$ cat src/dna_motif_window_scorer_unit_macros.svh
// assertion macros shared by the motif window scorer rtl
// no dependencies; included by the modules that carry concurrent checks
`ifndef DNA_MOTIF_WINDOW_SCORER_UNIT_MACROS_SVH
`define DNA_MOTIF_WINDOW_SCORER_UNIT_MACROS_SVH

// same-cycle implication, checks off while reset is low
`define DMWS_ASSERT_NOW(lbl, clk, rst_n, ante, cons, msg) \
	lbl: assert property (@(posedge clk) disable iff (!rst_n) (ante) |-> (cons)) \
		else $error(msg);

// next-cycle implication, checks off while reset is low
`define DMWS_ASSERT_NEXT(lbl, clk, rst_n, ante, cons, msg) \
	lbl: assert property (@(posedge clk) disable iff (!rst_n) (ante) |=> (cons)) \
		else $error(msg);

`endif

$ cat src/dmws_pkg.sv
// shared types and constants of the motif window scorer
// no dependencies; imported by the interfaces and every module
package dmws_pkg;

	localparam int POS_W      = 4;
	localparam int BASE_W     = 2;
	localparam int NUM_BASES  = 4;
	localparam int MASK_W     = 16;
	localparam int SCORE_W    = 23;
	localparam int LEN_W      = 5;
	localparam int CFG_IDX_W  = 2;
	localparam int CFG_DATA_W = 5;

	// item kinds on the sequence channel
	localparam logic FUNC_WEIGHT = 1'b0;
	localparam logic FUNC_BASE   = 1'b1;

	// register indexes
	localparam logic [CFG_IDX_W-1:0] REG_MOTIF_LENGTH   = 2'd0;
	localparam logic [CFG_IDX_W-1:0] REG_REVCOMP_ENABLE = 2'd1;
	localparam logic [CFG_IDX_W-1:0] REG_VITERBI_MODE   = 2'd2;
	localparam logic [CFG_IDX_W-1:0] REG_MASK_ENABLE    = 2'd3;

	localparam logic [LEN_W-1:0] LEN_RESET = 5'd8;

	localparam logic signed [MASK_W-1:0] MASK_NEG_INF = 16'sh8000;

	localparam logic signed [SCORE_W-1:0] SCORE_MAX        = 23'sd4194303;
	localparam logic signed [SCORE_W-1:0] SCORE_MIN_FINITE = -23'sd4194303;
	localparam logic signed [SCORE_W-1:0] SCORE_NEG_INF    = 23'sh400000;

	typedef struct packed {
		logic [LEN_W-1:0] motif_length;
		logic             revcomp_enable;
		logic             viterbi_mode;
		logic             mask_enable;
	} cfg_t;

	typedef struct packed {
		logic valid;
		logic score_valid;
	} pipe_ctrl_t;

endpackage

$ cat src/dmws_pos_cell.sv
// one motif position: its four weights and the first-stage lookups
// depends on dmws_pkg
module dmws_pos_cell import dmws_pkg::*; #(
	parameter int WEIGHT_BITS = 16
) (
	input  logic                          clk,
	input  logic                          wr_en,
	input  logic [BASE_W-1:0]             wr_base,
	input  logic signed [WEIGHT_BITS-1:0] wr_data,
	input  logic                          ld_s1,
	input  logic [BASE_W-1:0]             fwd_base,
	input  logic [BASE_W-1:0]             rev_base,
	input  logic                          fwd_use,
	input  logic                          rev_use,
	output logic signed [WEIGHT_BITS-1:0] fwd_term_s1,
	output logic                          fwd_inf_s1,
	output logic signed [WEIGHT_BITS-1:0] rev_term_s1,
	output logic                          rev_inf_s1
);
	localparam logic signed [WEIGHT_BITS-1:0] W_NEG_INF = {1'b1, {(WEIGHT_BITS-1){1'b0}}};

	logic signed [WEIGHT_BITS-1:0] weight_q [NUM_BASES];
	logic signed [WEIGHT_BITS-1:0] fwd_w;
	logic signed [WEIGHT_BITS-1:0] rev_w;
	logic                          fwd_ninf;
	logic                          rev_ninf;

	// reverse strand reads the complemented base
	assign fwd_w    = weight_q[fwd_base];
	assign rev_w    = weight_q[~rev_base];
	assign fwd_ninf = (fwd_w == W_NEG_INF);
	assign rev_ninf = (rev_w == W_NEG_INF);

	always_ff @(posedge clk) begin
		if (wr_en) begin
			weight_q[wr_base] <= wr_data;
		end
	end

	always_ff @(posedge clk) begin
		if (ld_s1) begin
			fwd_inf_s1  <= fwd_use && fwd_ninf;
			fwd_term_s1 <= (fwd_use && !fwd_ninf) ? fwd_w : '0;
			rev_inf_s1  <= rev_use && rev_ninf;
			rev_term_s1 <= (rev_use && !rev_ninf) ? rev_w : '0;
		end
	end

endmodule

$ cat config.mk
export PLATFORM = sky130hd
export DESIGN_NAME = dmws_pos_cell
export DESIGN_NICKNAME = d
export VERILOG_FILES = /design/src/dna_motif_window_scorer_unit_macros.svh /design/src/dmws_pkg.sv /design/src/dmws_pos_cell.sv
export SDC_FILE = /design/constraint.sdc
export NUM_CORES = 1
export LEC_CHECK = 0
export CORE_UTILIZATION = 56
export CTS_CLUSTER_SIZE = 28
export DETAILED_ROUTE_END_ITERATION = 10
export DONT_BUFFER_PORTS = 1
export HOLD_SLACK_MARGIN = 0.15
export PLACE_DENSITY = 0.74
export REMOVE_ABC_BUFFERS = 1
export SYNTH_ARGS = -nofsm -noshare
export SYNTH_HDL_FRONTEND = slang
export SYNTH_SLANG_ARGS = --single-unit
$ cat constraint.sdc
create_clock -name clk -period 2.1 [get_ports clk]
set_input_delay 0.315 -clock clk [delete_from_list [all_inputs] [get_ports clk]]
set_output_delay 0.315 -clock clk [all_outputs]
set_load 0.02 [all_outputs]
==> results.cfg, run 1 <==
[cts]
ctsLongestPathBuffers = 2
clkTransAtPathRegs_ps = 80
cts_sinks = 98
cts_tree = done
clockRootBuffer = clkbuf_8
h-tree-depth = 3
cts_setup_buffers = 0
cts-buffers-inserted = 9
clk_latency_ps = 360

[sta]
slew_viol_final = 0
max_freq_mhz = 517
period_needed_ps = 1930
hold_viol_final = 0
period_share_pct = 92.1
layout_setup_ws_ps = 167
tightestPinTransition_ps = 362
tns_ps = 0
finClkSkew_ps = 8.75
setup_viol = 0
rsz0062_at_grt = no
maxSlewHeadroom_pct = 75.7

[setup_path]
crit_chain = mux4_1, nor4_2, nand4_1, and3_1
cp_max_fo = 2
cpMaxStageDelayCell = mux4_1
reg2reg_depth = 4
cp_num_buf_inv = 0
start_kind = register
critPathCapture = fwd_term_s1[15]
crit_cells = 4
r2r_end = fwd_term_s1[15]
cp_data_required_time_ps = 2220
critPathKind = register to register
worstSetupStartpoint = weight_q[1][3]
r2r-start = weight_q[1][3]
cpPeakStageDelay_ps = 600
cp.arrival_ps = 2060
crit_family = simple AND/OR/NAND/NOR gates
cp-end-kind = register
worst-r2r-setup-slack_ps = 170

[route]
wl_per_cell_um = 22.5
finalWirelength_um = 7100
vias = 1936
drc = 0
avgViaCountPerCell = 6.13
antenna_left = 0
dr.first_iter.drc_count = 217
drtPass1Iterations = 4

[finish]
final_cell_area_um2 = 4550
fin_nets = 242
drive_gt1_share_pct = 22.7
layout.cells.non_filler = 316
diodes = 0
area.growth.synth_to_final_pct = 10.6

[global_routing]
grt_start_max_net_pins = 35
gr-total-overflow = 0
grt_pass1_vias = 1983
grtUsageMet3_pct = 5.00
antenna_found_initial = 0
grt_pass1_wl_um = 11000
grt_use_met2_pct = 34.8
grt.total_usage_pct = 21.1
use_met1_pct = 26.2
top_usage_layer = met2

[placement]
dp.cells = 281
portBuffers = 0
dp_slack_ps = 30.0
gp_congestion = 0.709
dp_hpwl_um = 4730
dpl_cell_area_um2 = 4180

[pwr]
total_power_uw = 3650
power_leakage_uw = 0.00150
p_per_area_nw_per_um2 = 801
peakVddDrop_uv = 398

[run_status]
status = finished, final reports clean

[floorplanning]
die_area_um2 = 7700
ios = 61
die_w_um = 87.7
row_count = 30
core_um2 = 6940
die_h_um = 87.7
start_util_pct = 59.3

[synth]
syn_area_um2 = 4120
avgSynthCellArea_um2 = 21.5
syn_inst = 191
yosysUniqueCellTypes = 19
yosys_warnings = 0
ys_ff_latch = 98
seq_area_frac_synth_pct = 71.5

[hold_path]
min_path_type = input port to register

[job]
cap_violations = 0
## synth_stat cells
| cell | instances | area share (%) |
|---|---|---|
| nor2_1 | 3 | 0.27 |
| nor4b_1 | 1 | 0.21 |
| edfxtp_1 | 98 | 72 |
| and3_1 | 3 | 0.46 |
| and2_1 | 30 | 4.6 |
| buf_2 | 2 | 0.24 |
| mux4_1 | 7 | 4.5 |
| nor4b_2 | 1 | 0.36 |
| clkbuf_1 | 4 | 0.36 |
| nor3b_1 | 1 | 0.18 |
| buf_6 | 2 | 0.55 |
| nand2_1 | 1 | 0.091 |
| and3b_1 | 1 | 0.21 |
| inv_1 | 2 | 0.18 |
| mux4_2 | 25 | 14 |
| buf_12 | 2 | 0.97 |
| nand4_1 | 2 | 0.30 |
| nor4_2 | 3 | 0.91 |
| nor4_1 | 3 | 0.46 |
## cells in the final DEF (no fill, tap or decap), types with 2 or more instances in the layout
master	Yosys	layout
and2_1	30	30
nor4_1	3	2
nor2_1	3	3
clkbuf_8	0	9
clkinv_1	0	2
and3_1	3	3
dlygate4sd3_1	0	18
mux4_1	7	7
inv_1	2	2
nand4_1	2	2
mux4_2	25	25
clkinv_2	0	4
edfxtp_1	98	98
buf_4	0	4
nor4_2	3	4
## cells by family after synthesis
logic type             share of synthesized area, %
buffers and inverters                          2.31
multiplexers                                   18.2
AND/OR/NAND/NOR                                8.03
flip-flops                                     71.5
## final cells by class
| cell class | instances | area, um2 |
|---|---|---|
| inverters | 2 | 7.51 |
| repair buffers | 23 | 230 |
| clock inverters | 7 | 36.3 |
| clock buffers | 9 | 124 |
| flip-flops and latches | 98 | 2940 |
| well taps | 96 | 120 |
| fillers | 458 | 2390 |
| multi-input cells | 81 | 1090 |
## power by group
| part | switching [uW] | total, uW | internal, uW |
|---|---|---|---|
| combinational | 112 | 266 | 153 |
| sequential | 94.9 | 2370 | 2270 |
| clock | 595 | 1010 | 415 |
| total | 802 | 3650 | 2840 |
## registers in the layout, summed over array words and instances, names as in the netlist
register     flops
rev_term_s1     16
weight_q        64
rev_inf_s1       1
fwd_inf_s1       1
fwd_term_s1     16
## repair_timing
action | CTS | global route
hold buffers | 19 | 0
gates resized for setup | 0 | 1
endpoints found under the setup margin | 0 | 1
hold endpoints to repair | 112 | 0
## routing by layer
metal / part of all wire [%] / wire, um
met5: 0 / 0
met4: 1.5 / 108
met3: 7.8 / 554
met2: 53 / 3800
met1: 37 / 2640
## worst min-delay path by stage
stage	startpoint	endpoint	slack [ps]	cells past startpoint
2_1_floorplan	wr_data[0]	weight_q[0][0]	410	0
3_3_place_gp	wr_data[12]	weight_q[1][12]	410	0
3_5_place_dp	wr_data[0]	weight_q[0][0]	410	0
4_1_cts	rev_use	rev_term_s1[6]	150	1
5_1_grt	rev_use	rev_term_s1[13]	150	1
6_report	rev_use	rev_term_s1[2]	150	1
## through the flow
| step | util (%) | hold WS, ps |
|---|---|---|
| floorplan | - | 414 |
| global placement | 60.2 | 414 |
| detailed placement | 60.2 | 414 |
| CTS | 65.4 | 150 |
| global route | 65.5 | 150 |
| finish | 65.5 | 153 |
(Power assumes the default switching activity.)
==> run 2, diff against run 1 <==
--- a/config.mk
+++ b/config.mk
@@ -5,12 +5,12 @@
 export SDC_FILE = /design/constraint.sdc
 export NUM_CORES = 1
 export LEC_CHECK = 0
-export CORE_UTILIZATION = 56
+export CORE_UTILIZATION = 55
 export CTS_CLUSTER_SIZE = 28
 export DETAILED_ROUTE_END_ITERATION = 10
 export DONT_BUFFER_PORTS = 1
 export HOLD_SLACK_MARGIN = 0.15
-export PLACE_DENSITY = 0.74
+export PLACE_DENSITY = 0.73
 export REMOVE_ABC_BUFFERS = 1
 export SYNTH_ARGS = -nofsm -noshare
 export SYNTH_HDL_FRONTEND = slang
==> run 2 against run 1 <==
Against the previous run:
- register-to-register slack is essentially flat
- non-clock buffer count up 2
- largest power group unchanged
- final cell count up 1.6%
- worst hold slack worse by 7.2 ps
- sequential share of layout area decreased by 0.56 points
- critical endpoint unchanged
- count of clock-buffer cells in the layout increased by 1
- global-route usage is 0.47 points lower
- cell area increased by 0.88%
- total power increased by 2.3%
- largest cell class unchanged
- clock power rose by 8%
==> results.cfg, run 2 (synthesized netlist as in run 1, its figures left out) <==
[run_status]
status = finished, final reports clean

[cts]
clockRootBuffer = clkbuf_8
cts_setup_buffers = 0
cts_tree = done
clk_latency_ps = 370
clkTransAtPathRegs_ps = 90
cts_sinks = 98
ctsLongestPathBuffers = 2
h-tree-depth = 3
cts-buffers-inserted = 9

[sta]
period_needed_ps = 1940
max_freq_mhz = 515
period_share_pct = 92.5
rsz0062_at_grt = no
slew_viol_final = 0
setup_viol = 0
finClkSkew_ps = 10.1
hold_viol_final = 0
tightestPinTransition_ps = 316
tns_ps = 0
maxSlewHeadroom_pct = 78.8

[pwr]
peakVddDrop_uv = 418
p_per_area_nw_per_um2 = 813
power_leakage_uw = 0.00150
total_power_uw = 3730

[finish]
layout_commonest_cell = edfxtp_1
final_cell_mix = edfxtp_1 (98), and2_1 (30), mux4_2 (25)
reg.largest.list = weight_q x64, fwd_term_s1 x16, rev_term_s1 x16
area.growth.synth_to_final_pct = 11.5
largest_register = weight_q
layout.cells.non_filler = 321
drive_gt1_share_pct = 23.0
largest_reg_flops = 64
fin_nets = 244
diodes = 0
final_cell_area_um2 = 4590

[floorplanning]
start_util_pct = 56.7
die_h_um = 88.5
row_count = 31
die_w_um = 88.5
die_area_um2 = 7830
core_um2 = 7250
ios = 61

[placement]
dpl_cell_area_um2 = 4190
gp_congestion = 0.745
dp.cells = 284
portBuffers = 0
dp_hpwl_um = 4860

[setup_path]
crit_chain = mux4_1, nor4_2, nand4_1, and3_1
crit_family = simple AND/OR/NAND/NOR gates
cpPeakStageDelay_ps = 570
cp.arrival_ps = 2070
cpMaxStageDelayCell = mux4_1
cp_data_required_time_ps = 2230
critPathKind = register to register
start_kind = register
cp_num_buf_inv = 0
cp-end-kind = register
cp_max_fo = 2

[route]
finalWirelength_um = 7260
antenna_left = 0
avgViaCountPerCell = 6.04
dr.first_iter.drc_count = 160
drc = 0
wl_per_cell_um = 22.6
vias = 1938
drtPass1Iterations = 4

[job]
cap_violations = 0

[hold_path]
min_path_type = input port to register

[global_routing]
grt_pass1_wl_um = 11100
gr-total-overflow = 0
grt.total_usage_pct = 20.6
antenna_found_initial = 0
grt_start_max_net_pins = 35
grt_pass1_vias = 2050
-- run 2: cell count changes in the layout (fill, tap and decap cells not counted), sizes merged --
cell	before	now
inv	2	4
dlygate4sd3	18	20
clkbuf	9	10
clkinvlp	0	3
clkinv	7	1
-- run 2: what timing repair did --
item | in CTS | in global routing
resized for setup | 0 | 1
hold endpoints to repair | 107 | 0
setup endpoints to repair | 0 | 1
hold buffers | 21 | 0
-- run 2: metal layers --
metal	share of wire, %	vias to the layer above	global-route usage, %
met1	40	984	27.1
li1	-	846	-
met3	6.4	12	3.45
met5	0	-	0
met4	1.4	0	9.24
met2	52	96	34.2
-- run 2: worst paths after layout --
kind / cells past startpoint / from / to / slack (ps)
setup / recovery: 4 / weight_q[1][11] / fwd_term_s1[15] / 160
hold / removal: 1 / fwd_use / fwd_term_s1[10] / 150
setup reg to reg: 4 / weight_q[1][11] / fwd_term_s1[15] / 160
hold reg to reg: 2 / weight_q[3][3] / rev_term_s1[3] / 820
-- run 2: final cells by class --
| cell class | count | area [um2] |
|---|---|---|
| inverter | 2 | 7.51 |
| clock buffer | 10 | 128 |
| multi-input combinational | 81 | 1090 |
| sequential | 98 | 2940 |
| timing repair buffer | 25 | 250 |
| fill | 528 | 2660 |
| clock inverter | 6 | 48.8 |
| tap | 99 | 124 |
-- run 2: report_power, final --
group | switching [uW] | leakage, uW | internal, uW
Combinational | 117 | 0.000480 | 156
Clock | 646 | 0.0000795 | 440
Sequential | 94.4 | 0.000939 | 2270
-- run 2: worst register-to-register path, cell delays in order (launching register included) --
cell	delay, ps
edfxtp_1	400
mux4_1	570
nor4_2	380
nand4_1	150
and3_1	200
-- run 2: metrics by stage --
step / hold WS (ps) / setup slack [ps] / utilization [%]
after floorplan: 414 / 119 / -
after global placement: 414 / 134 / 57.7
after detailed placement: 414 / 81.8 / 57.7
after CTS: 150 / 69.0 / 63.2
after global routing: 151 / 84.0 / 63.3
final: 146 / 157 / 63.3
